===== src/rtl/pcmng_pkg.sv =====
package pcmng_pkg;

  localparam int PACKET_SAMPLES = 64;

  localparam int SAMPLE_W = 16;
  localparam int LEVEL_W  = 16;
  localparam int CFG_W    = 16;
  localparam int CFG_IDX_W = 2;

  // stored count runs 0..PACKET_SAMPLES
  localparam int CNT_W  = $clog2(PACKET_SAMPLES + 1);
  localparam int ADDR_W = (PACKET_SAMPLES > 1) ? $clog2(PACKET_SAMPLES) : 1;
  // sum of PACKET_SAMPLES magnitudes of at most 32768
  localparam int SUM_W  = $clog2(PACKET_SAMPLES * 32768 + 1);

  localparam logic [CFG_IDX_W-1:0] CFG_ENABLE = 2'd0;
  localparam logic [CFG_IDX_W-1:0] CFG_MUTE   = 2'd1;
  localparam logic [CFG_IDX_W-1:0] CFG_HALVE  = 2'd2;
  localparam logic [CFG_IDX_W-1:0] CFG_VOICE  = 2'd3;

  localparam logic [CFG_W-1:0] MUTE_RESET  = 16'd1500;
  localparam logic [CFG_W-1:0] HALVE_RESET = 16'd5000;
  localparam logic [CFG_W-1:0] VOICE_RESET = 16'd2500;

  typedef struct packed {
    logic [7:0] high_byte;
    logic [7:0] low_byte;
    logic       bad_frame;
    logic       last_pair;
  } pcmng_pair_t;

  typedef struct packed {
    logic signed [SAMPLE_W-1:0] sample;
    logic [LEVEL_W-1:0]         level;
    logic                       voice_present;
    logic                       last_sample;
  } pcmng_result_t;

endpackage


===== src/rtl/pcmng_pair_if.sv =====
interface pcmng_pair_if import pcmng_pkg::*; ();
  logic        valid;
  logic        ready;
  pcmng_pair_t payload;

  modport source(output valid, output payload, input ready);
  modport sink(input valid, input payload, output ready);
endinterface


===== src/rtl/pcmng_result_if.sv =====
interface pcmng_result_if import pcmng_pkg::*; ();
  logic          valid;
  logic          ready;
  pcmng_result_t payload;

  modport source(output valid, output payload, input ready);
  modport sink(input valid, input payload, output ready);
endinterface


===== src/rtl/pcm_packet_noise_gate_core.sv =====
// Voice packet noise gate.
//
// pair_in takes one big-endian byte pair per beat; last_pair closes the
// packet and bad_frame on any pair spoils it. Each pair is blended into a
// signed sample, written to a 64-entry sample RAM and its magnitude added to
// a running sum, one pair per cycle. Pairs beyond the packet depth are
// dropped; packets that are bad or arrive while disabled produce nothing.
// After the last pair of a good packet the mean level is found by a
// bit-serial divider (one quotient bit per cycle), the gate thresholds are
// compared in the S_FLAGS state, then the RAM is read back through a
// registered read port and result_out gives one beat per cycle while the
// receiver is ready.
// pair_in.ready is low from the last pair until every result of the packet
// has moved into the output register; the final result may still wait there
// while the next packet streams in. A stall on result_out holds the read
// pipeline and the output register in place.
// The cfg port writes enable and the three thresholds by index. Reset
// clears enable, restores the default thresholds and empties the packet.
module pcm_packet_noise_gate_core import pcmng_pkg::*; (
  input  logic                 clk,
  input  logic                 rst,
  pcmng_pair_if.sink           pair_in,
  pcmng_result_if.source       result_out,
  input  logic                 cfg_we,
  input  logic [CFG_IDX_W-1:0] cfg_index,
  input  logic [CFG_W-1:0]     cfg_data
);

  localparam logic [1:0] S_COLLECT = 2'd0;
  localparam logic [1:0] S_DIVIDE  = 2'd1;
  localparam logic [1:0] S_FLAGS   = 2'd2;
  localparam logic [1:0] S_DRAIN   = 2'd3;

  localparam int DIVC_W = $clog2(SUM_W);
  localparam logic [DIVC_W-1:0] DIV_LAST = DIVC_W'(SUM_W - 1);
  localparam logic [CNT_W-1:0]  DEPTH    = CNT_W'(PACKET_SAMPLES);

  // configuration
  logic             enable;
  logic [CFG_W-1:0] mute_below;
  logic [CFG_W-1:0] halve_below;
  logic [CFG_W-1:0] voice_at_least;

  always_ff @(posedge clk) begin
    if (rst) begin
      enable         <= 1'b0;
      mute_below     <= MUTE_RESET;
      halve_below    <= HALVE_RESET;
      voice_at_least <= VOICE_RESET;
    end else if (cfg_we) begin
      case (cfg_index)
        CFG_ENABLE: enable         <= cfg_data[0];
        CFG_MUTE:   mute_below     <= cfg_data;
        CFG_HALVE:  halve_below    <= cfg_data;
        CFG_VOICE:  voice_at_least <= cfg_data;
        default:    ;
      endcase
    end
  end

  logic [1:0]        state;
  logic [CNT_W-1:0]  count;
  logic [SUM_W-1:0]  abs_sum;
  logic              packet_bad;
  logic [SUM_W-1:0]  quo;
  logic [CNT_W-1:0]  rem;
  logic [DIVC_W-1:0] div_cnt;
  logic [LEVEL_W-1:0] level;
  logic              mute_f;
  logic              halve_f;
  logic              voice_f;
  logic [CNT_W-1:0]  rd_idx;
  logic              rd_valid;
  logic              rd_last;
  logic signed [SAMPLE_W-1:0] rdata;
  logic              out_valid;
  pcmng_result_t     out_data;

  logic signed [SAMPLE_W-1:0] sample_store [PACKET_SAMPLES];

  // pair blend: (3 * hi * 256 + full) / 4, truncated toward zero
  logic signed [SAMPLE_W-1:0] full_s;
  logic signed [SAMPLE_W-1:0] coarse_s;
  logic signed [SAMPLE_W+2:0] blend_sum;
  logic signed [SAMPLE_W+2:0] blend_adj;
  logic signed [SAMPLE_W-1:0] blend_s;
  logic [SAMPLE_W-1:0]        blend_abs;

  always_comb begin
    full_s    = {pair_in.payload.high_byte, pair_in.payload.low_byte};
    coarse_s  = {pair_in.payload.high_byte, 8'd0};
    blend_sum = (SAMPLE_W+3)'(coarse_s) + ((SAMPLE_W+3)'(coarse_s) <<< 1)
                + (SAMPLE_W+3)'(full_s);
    blend_adj = blend_sum[SAMPLE_W+2] ? blend_sum + (SAMPLE_W+3)'(3) : blend_sum;
    blend_s   = blend_adj[SAMPLE_W+1:2];
    blend_abs = blend_s[SAMPLE_W-1] ? (~blend_s + SAMPLE_W'(1)) : blend_s;
  end

  logic             accept;
  logic             bad_now;
  logic             store;
  logic [CNT_W-1:0] count_after;
  logic [SUM_W-1:0] sum_after;

  assign pair_in.ready = (state == S_COLLECT);
  assign accept      = pair_in.valid && pair_in.ready;
  assign bad_now     = packet_bad || pair_in.payload.bad_frame || !enable;
  assign store       = accept && !bad_now && (count < DEPTH);
  assign count_after = store ? count + CNT_W'(1) : count;
  assign sum_after   = store ? abs_sum + SUM_W'(blend_abs) : abs_sum;

  // restoring divider step
  logic [CNT_W:0] trial;
  logic           ge;
  logic [CNT_W:0] trial_sub;

  always_comb begin
    trial     = {rem, quo[SUM_W-1]};
    ge        = (trial >= {1'b0, count});
    trial_sub = trial - {1'b0, count};
  end

  logic advance;
  logic rd_en;
  logic drain_done;

  assign advance    = !out_valid || result_out.ready;
  assign rd_en      = (state == S_DRAIN) && advance && (rd_idx < count);
  assign drain_done = (state == S_DRAIN) && (rd_idx == count) && !rd_valid;

  always_ff @(posedge clk) begin
    if (rst) begin
      state      <= S_COLLECT;
      count      <= '0;
      abs_sum    <= '0;
      packet_bad <= 1'b0;
      div_cnt    <= '0;
      rd_idx     <= '0;
    end else begin
      case (state)
        S_COLLECT: begin
          if (accept) begin
            if (pair_in.payload.last_pair) begin
              if (bad_now || count_after == '0) begin
                count      <= '0;
                abs_sum    <= '0;
                packet_bad <= 1'b0;
              end else begin
                count   <= count_after;
                abs_sum <= sum_after;
                div_cnt <= '0;
                state   <= S_DIVIDE;
              end
            end else begin
              count      <= count_after;
              abs_sum    <= sum_after;
              packet_bad <= bad_now;
            end
          end
        end
        S_DIVIDE: begin
          div_cnt <= div_cnt + DIVC_W'(1);
          if (div_cnt == DIV_LAST) state <= S_FLAGS;
        end
        S_FLAGS: begin
          rd_idx <= '0;
          state  <= S_DRAIN;
        end
        S_DRAIN: begin
          if (rd_en) rd_idx <= rd_idx + CNT_W'(1);
          if (drain_done) begin
            count      <= '0;
            abs_sum    <= '0;
            packet_bad <= 1'b0;
            state      <= S_COLLECT;
          end
        end
        default: state <= S_COLLECT;
      endcase
    end
  end

  // divider datapath and gate decision
  always_ff @(posedge clk) begin
    if (state == S_COLLECT) begin
      quo <= sum_after;
      rem <= '0;
    end else if (state == S_DIVIDE) begin
      quo <= {quo[SUM_W-2:0], ge};
      rem <= ge ? trial_sub[CNT_W-1:0] : trial[CNT_W-1:0];
    end
    if (state == S_FLAGS) begin
      level   <= quo[LEVEL_W-1:0];
      mute_f  <= (quo[LEVEL_W-1:0] < mute_below);
      halve_f <= (quo[LEVEL_W-1:0] < halve_below);
      voice_f <= (quo[LEVEL_W-1:0] >= voice_at_least);
    end
  end

  // sample RAM: written while collecting, read while draining
  always_ff @(posedge clk) begin
    if (store) sample_store[count[ADDR_W-1:0]] <= blend_s;
    if (rd_en) rdata <= sample_store[rd_idx[ADDR_W-1:0]];
  end

  always_ff @(posedge clk) begin
    if (rst) begin
      rd_valid <= 1'b0;
    end else if (advance) begin
      rd_valid <= rd_en;
    end
  end

  always_ff @(posedge clk) begin
    if (rd_en) rd_last <= (rd_idx == count - CNT_W'(1));
  end

  logic signed [SAMPLE_W-1:0] gated;

  always_comb begin
    if (mute_f) begin
      gated = '0;
    end else if (halve_f) begin
      gated = (rdata + $signed({{(SAMPLE_W-1){1'b0}}, rdata[SAMPLE_W-1]})) >>> 1;
    end else begin
      gated = rdata;
    end
  end

  always_ff @(posedge clk) begin
    if (rst) begin
      out_valid <= 1'b0;
    end else if (advance) begin
      out_valid <= rd_valid;
    end
  end

  always_ff @(posedge clk) begin
    if (advance && rd_valid) begin
      out_data.sample        <= gated;
      out_data.level         <= level;
      out_data.voice_present <= voice_f;
      out_data.last_sample   <= rd_last;
    end
  end

  assign result_out.valid   = out_valid;
  assign result_out.payload = out_data;

  a_count_bound: assert property (@(posedge clk) disable iff (rst)
    count <= DEPTH)
    else $error("stored count above packet depth");

  a_divisor_nonzero: assert property (@(posedge clk) disable iff (rst)
    (state == S_DIVIDE) |-> (count != '0))
    else $error("divide started with empty packet");

  a_no_input_in_readout: assert property (@(posedge clk) disable iff (rst)
    accept |-> !rd_valid)
    else $error("pair taken while readout in flight");

  a_read_only_draining: assert property (@(posedge clk) disable iff (rst)
    rd_valid |-> (state == S_DRAIN))
    else $error("read data pending outside readout");

  a_last_closes_packet: assert property (@(posedge clk) disable iff (rst)
    (result_out.valid && result_out.ready && result_out.payload.last_sample)
      |-> !rd_valid)
    else $error("final result left entries unread");

endmodule

===== src/flat_wrapper.sv =====
// flat-port wrapper written by rule: the top's interface ports become plain ports
module pcm_packet_noise_gate_core_flat import pcmng_pkg::*;
  (clk, rst, cfg_we, cfg_index, cfg_data, pair_in_valid, pair_in_payload, pair_in_ready, result_out_valid, result_out_payload, result_out_ready);
  pcmng_pair_if pair_in_i ();
  pcmng_result_if result_out_i ();
  input  logic clk;
  input  logic rst;
  input  logic cfg_we;
  input  logic [CFG_IDX_W-1:0] cfg_index;
  input  logic [CFG_W-1:0] cfg_data;
  input wire logic [$bits(pair_in_i.valid)-1:0] pair_in_valid;
  input wire logic [$bits(pair_in_i.payload)-1:0] pair_in_payload;
  output wire logic [$bits(pair_in_i.ready)-1:0] pair_in_ready;
  output wire logic [$bits(result_out_i.valid)-1:0] result_out_valid;
  output wire logic [$bits(result_out_i.payload)-1:0] result_out_payload;
  input wire logic [$bits(result_out_i.ready)-1:0] result_out_ready;
  assign pair_in_i.valid = pair_in_valid;
  assign pair_in_i.payload = pair_in_payload;
  assign pair_in_ready = pair_in_i.ready;
  assign result_out_valid = result_out_i.valid;
  assign result_out_payload = result_out_i.payload;
  assign result_out_i.ready = result_out_ready;
  pcm_packet_noise_gate_core u_core (.clk(clk), .rst(rst), .pair_in(pair_in_i), .result_out(result_out_i), .cfg_we(cfg_we), .cfg_index(cfg_index), .cfg_data(cfg_data));
endmodule

===== config.mk =====
export PLATFORM = sky130hd
export DESIGN_NAME = pcm_packet_noise_gate_core_flat
export DESIGN_NICKNAME = d
export VERILOG_FILES = /design/src/rtl/pcmng_pkg.sv /design/src/rtl/pcmng_pair_if.sv /design/src/rtl/pcmng_result_if.sv /design/src/rtl/pcm_packet_noise_gate_core.sv /design/src/flat_wrapper.sv
export SDC_FILE = /design/constraint.sdc
export NUM_CORES = 1
export LEC_CHECK = 0
export BUFFER_PORTS_ARGS = -buffer_cell sky130_fd_sc_hd__buf_2
export CORE_MARGIN = 2
export CORE_UTILIZATION = 57
export CTS_CLUSTER_SIZE = 10
export DETAILED_ROUTE_END_ITERATION = 12
export PLACE_DENSITY = 0.76
export SYNTH_ARGS = -nofsm -noshare
export SYNTH_HDL_FRONTEND = slang
export SYNTH_SLANG_ARGS = --single-unit
export TNS_END_PERCENT = 10

===== constraint.sdc =====
create_clock -name clk -period 6.1 [get_ports clk]
set_input_delay 1.525 -clock clk [delete_from_list [all_inputs] [get_ports clk]]
set_output_delay 1.525 -clock clk [all_outputs]
set_load 0.005 [all_outputs]

==> qor.yml, run 1 <==
placement:
  port_buffers: 76
  place_congestion: 0.887
  placed_area_um2: 49200
  dpl.hpwl_mm: 66.5
floorplan:
  dieWidth_um: 291
  initial_core_util_pct: 57.4
  dieHeight_um: 291
  dieArea_um2: 84900
  ios: 77
  coreArea_um2: 82000
  core.rowCount: 105
pwr:
  p_seq_share_pct: 52.4
  p_switching_mw: 3.74
  power.internal_mw: 13.1
  vdd_drop_max_v: 0.000264
  p_leak_nw: 16.9
  clock_power_share_pct: 42.9
  switching_share_pct: 22.2
  pwr_density_cell_nw_per_um2: 317
  power_mw: 16.8
  p_comb_share_pct: 4.7
logic_synthesis:
  synth_seq_area_share_pct: 71.4
  netlist_area_um2: 47100
  ys.flop_type: "edfxtp_1"
  avgSynthCellArea_um2: 18.4
  ys.warnings.count: 0
  synth-edff-count: 1051
  ys_types: 69
  syn_inst: 2553
  synth-seq-cells: 1153
  syn_nets: 2684
  async_flop_share_pct: 0
global_routing:
  grt_usage_pct: 28.8
  overflow: 0
  first_global_vias: 26300
  grt_first_pass_wirelength_mm: 176
  grt_max_degree: 96
  antenna_found_initial: 11
clocking:
  hold_buffers: 0
  post_cts_resized: 0
  root_buffer: "clkbuf_16"
  clkTransAtPathRegs_ns: 0.06
  htree_num_levels: 4
  clk_latency_ns: 0.72
  post-cts-setup-buffers: 0
  clockBufferDepth: 3
  clkSinkCount: 1153
  cts_tree: "built"
  cts_inserted_buffers: 135
layout:
  seqCellArea_um2: 33600
  fin_nets: 2873
  area_growth_pct: 12.8
  nFillCells: 5326
  fin_area_um2: 53100
  multiInputGateArea_um2: 12800
  final_util_pct: 64.8
  drive_above_1_share_pct: 24.7
detailed_routing:
  post_drt_wl_per_cell_um: 30.9
  ant_nets: 0
  first_iter_violations: 3161
  finalWirelength_mm: 120
  vias_per_cell: 6.69
  vias: 25900
  drc: 0
  firstDrtPassIters: 6
worst_setup_path:
  cp.required_ns: 6.71
  arrival_ns: 5.57
  worstSetupPathType: "in2reg"
  reg2reg_depth: 11
  crit_path_end_kind: "flip-flop"
  worstPathMaxFanout: 8
  worstSetupStartpointType: "primary input"
timing:
  hold_viol: 0
  holdWs_ns: 0.420
  min_period_ns: 4.96
  relSlewSlack_pct: 19.4
  tightestPinTransition_ns: 1.21
  rsz0062_at_grt: "false"
  final_max_slew_viol_count: 0
  clock_skew_ns: 0.0323
  period_share_pct: 81.3
  setup-violations-final: 0
  tns_ns: 0
  max_freq_ghz: 0.202
outcome:
  status: "completed"
hold_path:
  holdPathStages: 0
  hp-class: "reg2reg"
flow_run:
  cap_violations: 0
[cells in the mapped netlist, types with 16 or more instances]
library cell | instances | area (um^2)
nor3_1 | 16 | 80.1
buf_1 | 29 | 109
a21o_1 | 26 | 195
ha_1 | 88 | 1100
xnor2_1 | 38 | 333
a21oi_1 | 99 | 495
inv_1 | 80 | 300
nand2_1 | 139 | 522
o21ai_0 | 49 | 245
clkbuf_1 | 84 | 315
dfxtp_1 | 102 | 2040
mux4_2 | 315 | 7090
nand3_1 | 36 | 180
nor2_1 | 150 | 563
o211ai_1 | 23 | 173
edfxtp_1 | 1051 | 31600
[worst paths after layout]
check / from / to / slack (ns)
setup / recovery: pair_in_payload[17] / u_core.abs_sum[17]$_SDFFE_PP0P_ / 1.14
hold / removal: u_core.level[9]$_DFFE_PP_ / u_core.result_out.payload[11]$_DFFE_PP_ / 0.42
setup reg to reg: u_core.state[1]$_SDFFE_PP0P_ / u_core.abs_sum[13]$_SDFFE_PP0P_ / 2.30
hold reg to reg: u_core.level[9]$_DFFE_PP_ / u_core.result_out.payload[11]$_DFFE_PP_ / 0.42
[flip-flops by register name (all words and copies together) (netlist names), 15 cells and up]
signal                     flops
u_core.sample_store          960
u_core.result_out.payload     34
u_core.abs_sum                22
u_core.quo                    22
u_core.halve_below            16
u_core.level                  16
u_core.mute_below             16
u_core.voice_at_least         16
u_core.rdata                  15
[through the flow]
stage               setup WS (ns)  instances
finish                       1.14       3865
global route                0.658       3859
global placement            0.584       3675
CTS                          1.21       3859
detailed placement          0.454       3675
floorplan                  0.0485       2553
[cells in the final DEF (no fill, tap or decap), drive strengths merged, types with 10 or more instances in the layout]
master and n:
edfxtp 1051, mux4 315, buf 171, clkbuf 165, nor2 151, nand2 139
dfxtp 102, a21oi 99, ha 88, inv 85, o21ai 52, xnor2 38
nand3 36, a21o 26, o211ai 23, nor3 17, xor2 15, nand4 14
a31oi 14, mux2i 14, or3 13, a211oi 13, clkinv 13, nor2b 10
[area by class of cell]
class                      count  share of cell area [%]
sequential                  1153                    63.3
multi-input combinational   1200                    24.1
clock buffer                 165                    6.67
tap                         1070                    2.52
timing repair buffer         171                    2.18
clock inverter                19                   0.608
inverter                      81                   0.573
antenna                        6                  0.0283
[power groups by stage]
stage               Clock [mW]  Sequential, mW  Combinational (mW)
floorplan                    0            8.93               0.466
global placement             0            8.97               0.735
detailed placement           0            8.97               0.775
CTS                       7.30            8.81               0.786
global route              7.61            8.81               0.880
finish                    7.22            8.81               0.791
[cell families after synthesis]
family	after synthesis	share of synthesized area [%]
flops	1153	71.4
simple gates	440	4.29
mux	336	15.5
compound gates	281	3.77
buf+inv	200	1.61
fa+ha+maj	90	2.42
xor+xnor	53	0.986
[layer usage]
layer / routed length (um) / vias up / track usage, % / share of wire, %
met5: 75 / - / 0 / 0.063
met4: 4220 / 10 / 10.8 / 3.5
met3: 11300 / 268 / 6.55 / 9.4
met2: 59200 / 1591 / 46.7 / 50
met1: 44800 / 13400 / 38.6 / 37
li1: - / 10600 / - / -
[critical path, stage by stage]
cell and delay, ns:
buf_2 0.19, nor2b_1 0.26, nand2_1 0.10, xor2_1 0.19, ha_1 0.21, nand3_1 0.09
or3_1 0.42, o31ai_1 0.27, xnor2_1 0.11, ha_1 0.43, nand4_1 0.18, a211oi_1 0.20
o41ai_1 0.14, buf_4 0.17, a31oi_1 0.38, nand3_1 0.20, or3_1 0.37, o21ai_0 0.13
(Power assumes the default switching activity.)
==> run 2: changes to the inputs <==
==> constraint.sdc (replaced) <==
create_clock -name clk -period 4.35 [get_ports clk]
set_input_delay 1.0875 -clock clk [delete_from_list [all_inputs] [get_ports clk]]
set_output_delay 1.0875 -clock clk [all_outputs]
set_load 0.005 [all_outputs]
==> qor.yml, run 2 (synthesis results as in run 1) <==
outcome:
  status: "completed"
pwr:
  vdd_drop_max_v: 0.000409
  power.internal_mw: 18.3
  p_switching_mw: 5.18
  power_mw: 23.5
  p_comb_share_pct: 4.9
  clock_power_share_pct: 42.5
  switching_share_pct: 22.1
  p_seq_share_pct: 52.6
  p_leak_nw: 17.3
  pwr_density_cell_nw_per_um2: 437
detailed_routing:
  finalWirelength_mm: 119
  first_iter_violations: 3126
  ant_nets: 0
  vias_per_cell: 6.62
  post_drt_wl_per_cell_um: 30.2
  firstDrtPassIters: 6
  drc: 0
  vias: 26200
clocking:
  post_cts_resized: 0
  clockBufferDepth: 3
  post-cts-setup-buffers: 0
  clkSinkCount: 1153
  cts_tree: "built"
  htree_num_levels: 4
  clk_latency_ns: 0.73
  clkTransAtPathRegs_ns: 0.05
  cts_inserted_buffers: 135
  root_buffer: "clkbuf_16"
  hold_buffers: 0
floorplan:
  coreArea_um2: 82000
  ios: 77
  dieArea_um2: 84900
  dieHeight_um: 291
  core.rowCount: 105
  initial_core_util_pct: 57.4
  dieWidth_um: 291
timing:
  tightestPinTransition_ns: 1.19
  hold_viol: 0
  max_freq_ghz: 0.249
  clock_skew_ns: 0.0267
  rsz0062_at_grt: "false"
  min_period_ns: 4.02
  final_max_slew_viol_count: 0
  timing.final.ws_setup_ns: 0.331
  setup-violations-final: 0
  period_share_pct: 92.4
  relSlewSlack_pct: 20.8
layout:
  drive_above_1_share_pct: 26.7
  area_growth_pct: 14.2
  largest_reg_flops: 960
  final_util_pct: 65.6
  final_common_cell: "edfxtp_1"
  fin_nets: 2966
  mostFrequentLayoutCells: "edfxtp_1, mux4_2, buf_4"
  stdcell_count: 3954
worst_setup_path:
  crit_path_end_kind: "flip-flop"
  cp_common_cell: "buf_4"
  r2r-start: "u_core.count[4]$_SDFFE_PP0P_"
  cp.required_ns: 4.99
  worstSetupStartpointType: "primary input"
  reg2reg_depth: 6
  worst-path-stages: 18
  worst-path-buf-inv: 4
  slowest_stage: "or3_1"
  cp_top_family: "simple AND/OR/NAND/NOR gates"
  worstPathMaxFanout: 4
  path_cells: "buf_2 -> buf_4 -> o21ai_1 -> xor2_1 -> ha_1 -> nand3_1 -> or3_1 -> o31ai_2 -> xnor2_1 -> ha_1 -> nand4_1 -> buf_4 -> a211o_1 -> a21oi_1 -> buf_4 -> nand4_1 -> or3_1 -> o21ai_0"
  slowest_delay_ns: 0.42
  worstSetupPathType: "in2reg"
  startpoint: "pair_in_payload[3]"
  arrival_ns: 4.66
hold_path:
  hp-class: "reg2reg"
  min-delay-start: "u_core.level[4]$_DFFE_PP_"
  holdPathStages: 0
flow_run:
  cap_violations: 0
global_routing:
  first_global_vias: 26400
  grt_max_degree: 79
  grt_first_pass_wirelength_mm: 176
  grt_usage_pct: 28.7
  antenna_found_initial: 9
  overflow: 0
placement:
  port_buffers: 76
  dp_slack_ns: -0.407
  dp.cells: 3768
  place_congestion: 0.856
  dpl.hpwl_mm: 69.5
## run 2: stage by stage
| stage | cell area, um^2 | hold WS (ns) | TNS, ns |
|---|---|---|---|
| 6_report | 53700 | 0.404 | 0 |
| 5_1_grt | 53700 | 0.414 | 0 |
| 4_1_cts | 53700 | 0.404 | 0 |
| 3_5_place_dp | 50000 | 0.405 | -6.34 |
| 3_3_place_gp | 50000 | 0.402 | -4.58 |
| 2_1_floorplan | 47100 | 0.400 | 0 |
## run 2: worst paths after layout
| kind | slack (ns) | end |
|---|---|---|
| worst max-delay path | 0.33 | u_core.abs_sum[18]$_SDFFE_PP0P_ |
| worst min-delay path | 0.40 | u_core.result_out.payload[6]$_DFFE_PP_ |
| worst max register to register | 0.98 | u_core.count[1]$_SDFFE_PP0P_ |
| worst min register to register | 0.40 | u_core.result_out.payload[6]$_DFFE_PP_ |
## run 2: final cells by class
cell class,instances,area [um^2]
well taps,1070,1340
repair buffers,264,1930
clock inverters,16,246
multi-input cells,1200,12800
inverters,81,308
clock buffers,168,3500
fillers,5250,28200
flip-flops and latches,1153,33600
diodes,2,5.00
## run 2: worst reg2reg max path, cell delays in order (launching register included)
cell and delay [ns]:
dfxtp_1 0.67, nand3b_1 0.48, nor3b_1 0.33, o41a_1 0.48, o31ai_1 0.69, o21ai_2 0.35
a22o_1 0.28
## run 2: power groups by stage
stage	clock network, mW	logic (mW)	registers (mW)
3_3_place_gp	0	1.07	12.6
6_report	9.97	1.15	12.4
4_1_cts	10.1	1.14	12.3
5_1_grt	10.5	1.26	12.4
2_1_floorplan	0	0.657	12.5
3_5_place_dp	0	1.13	12.6
## run 2: routing by layer
metal	routed length, um	GRT usage, %
met1	43500	37.8
met2	59300	46.8
met3	11500	5.93
met4	5010	12.4
met5	34	0
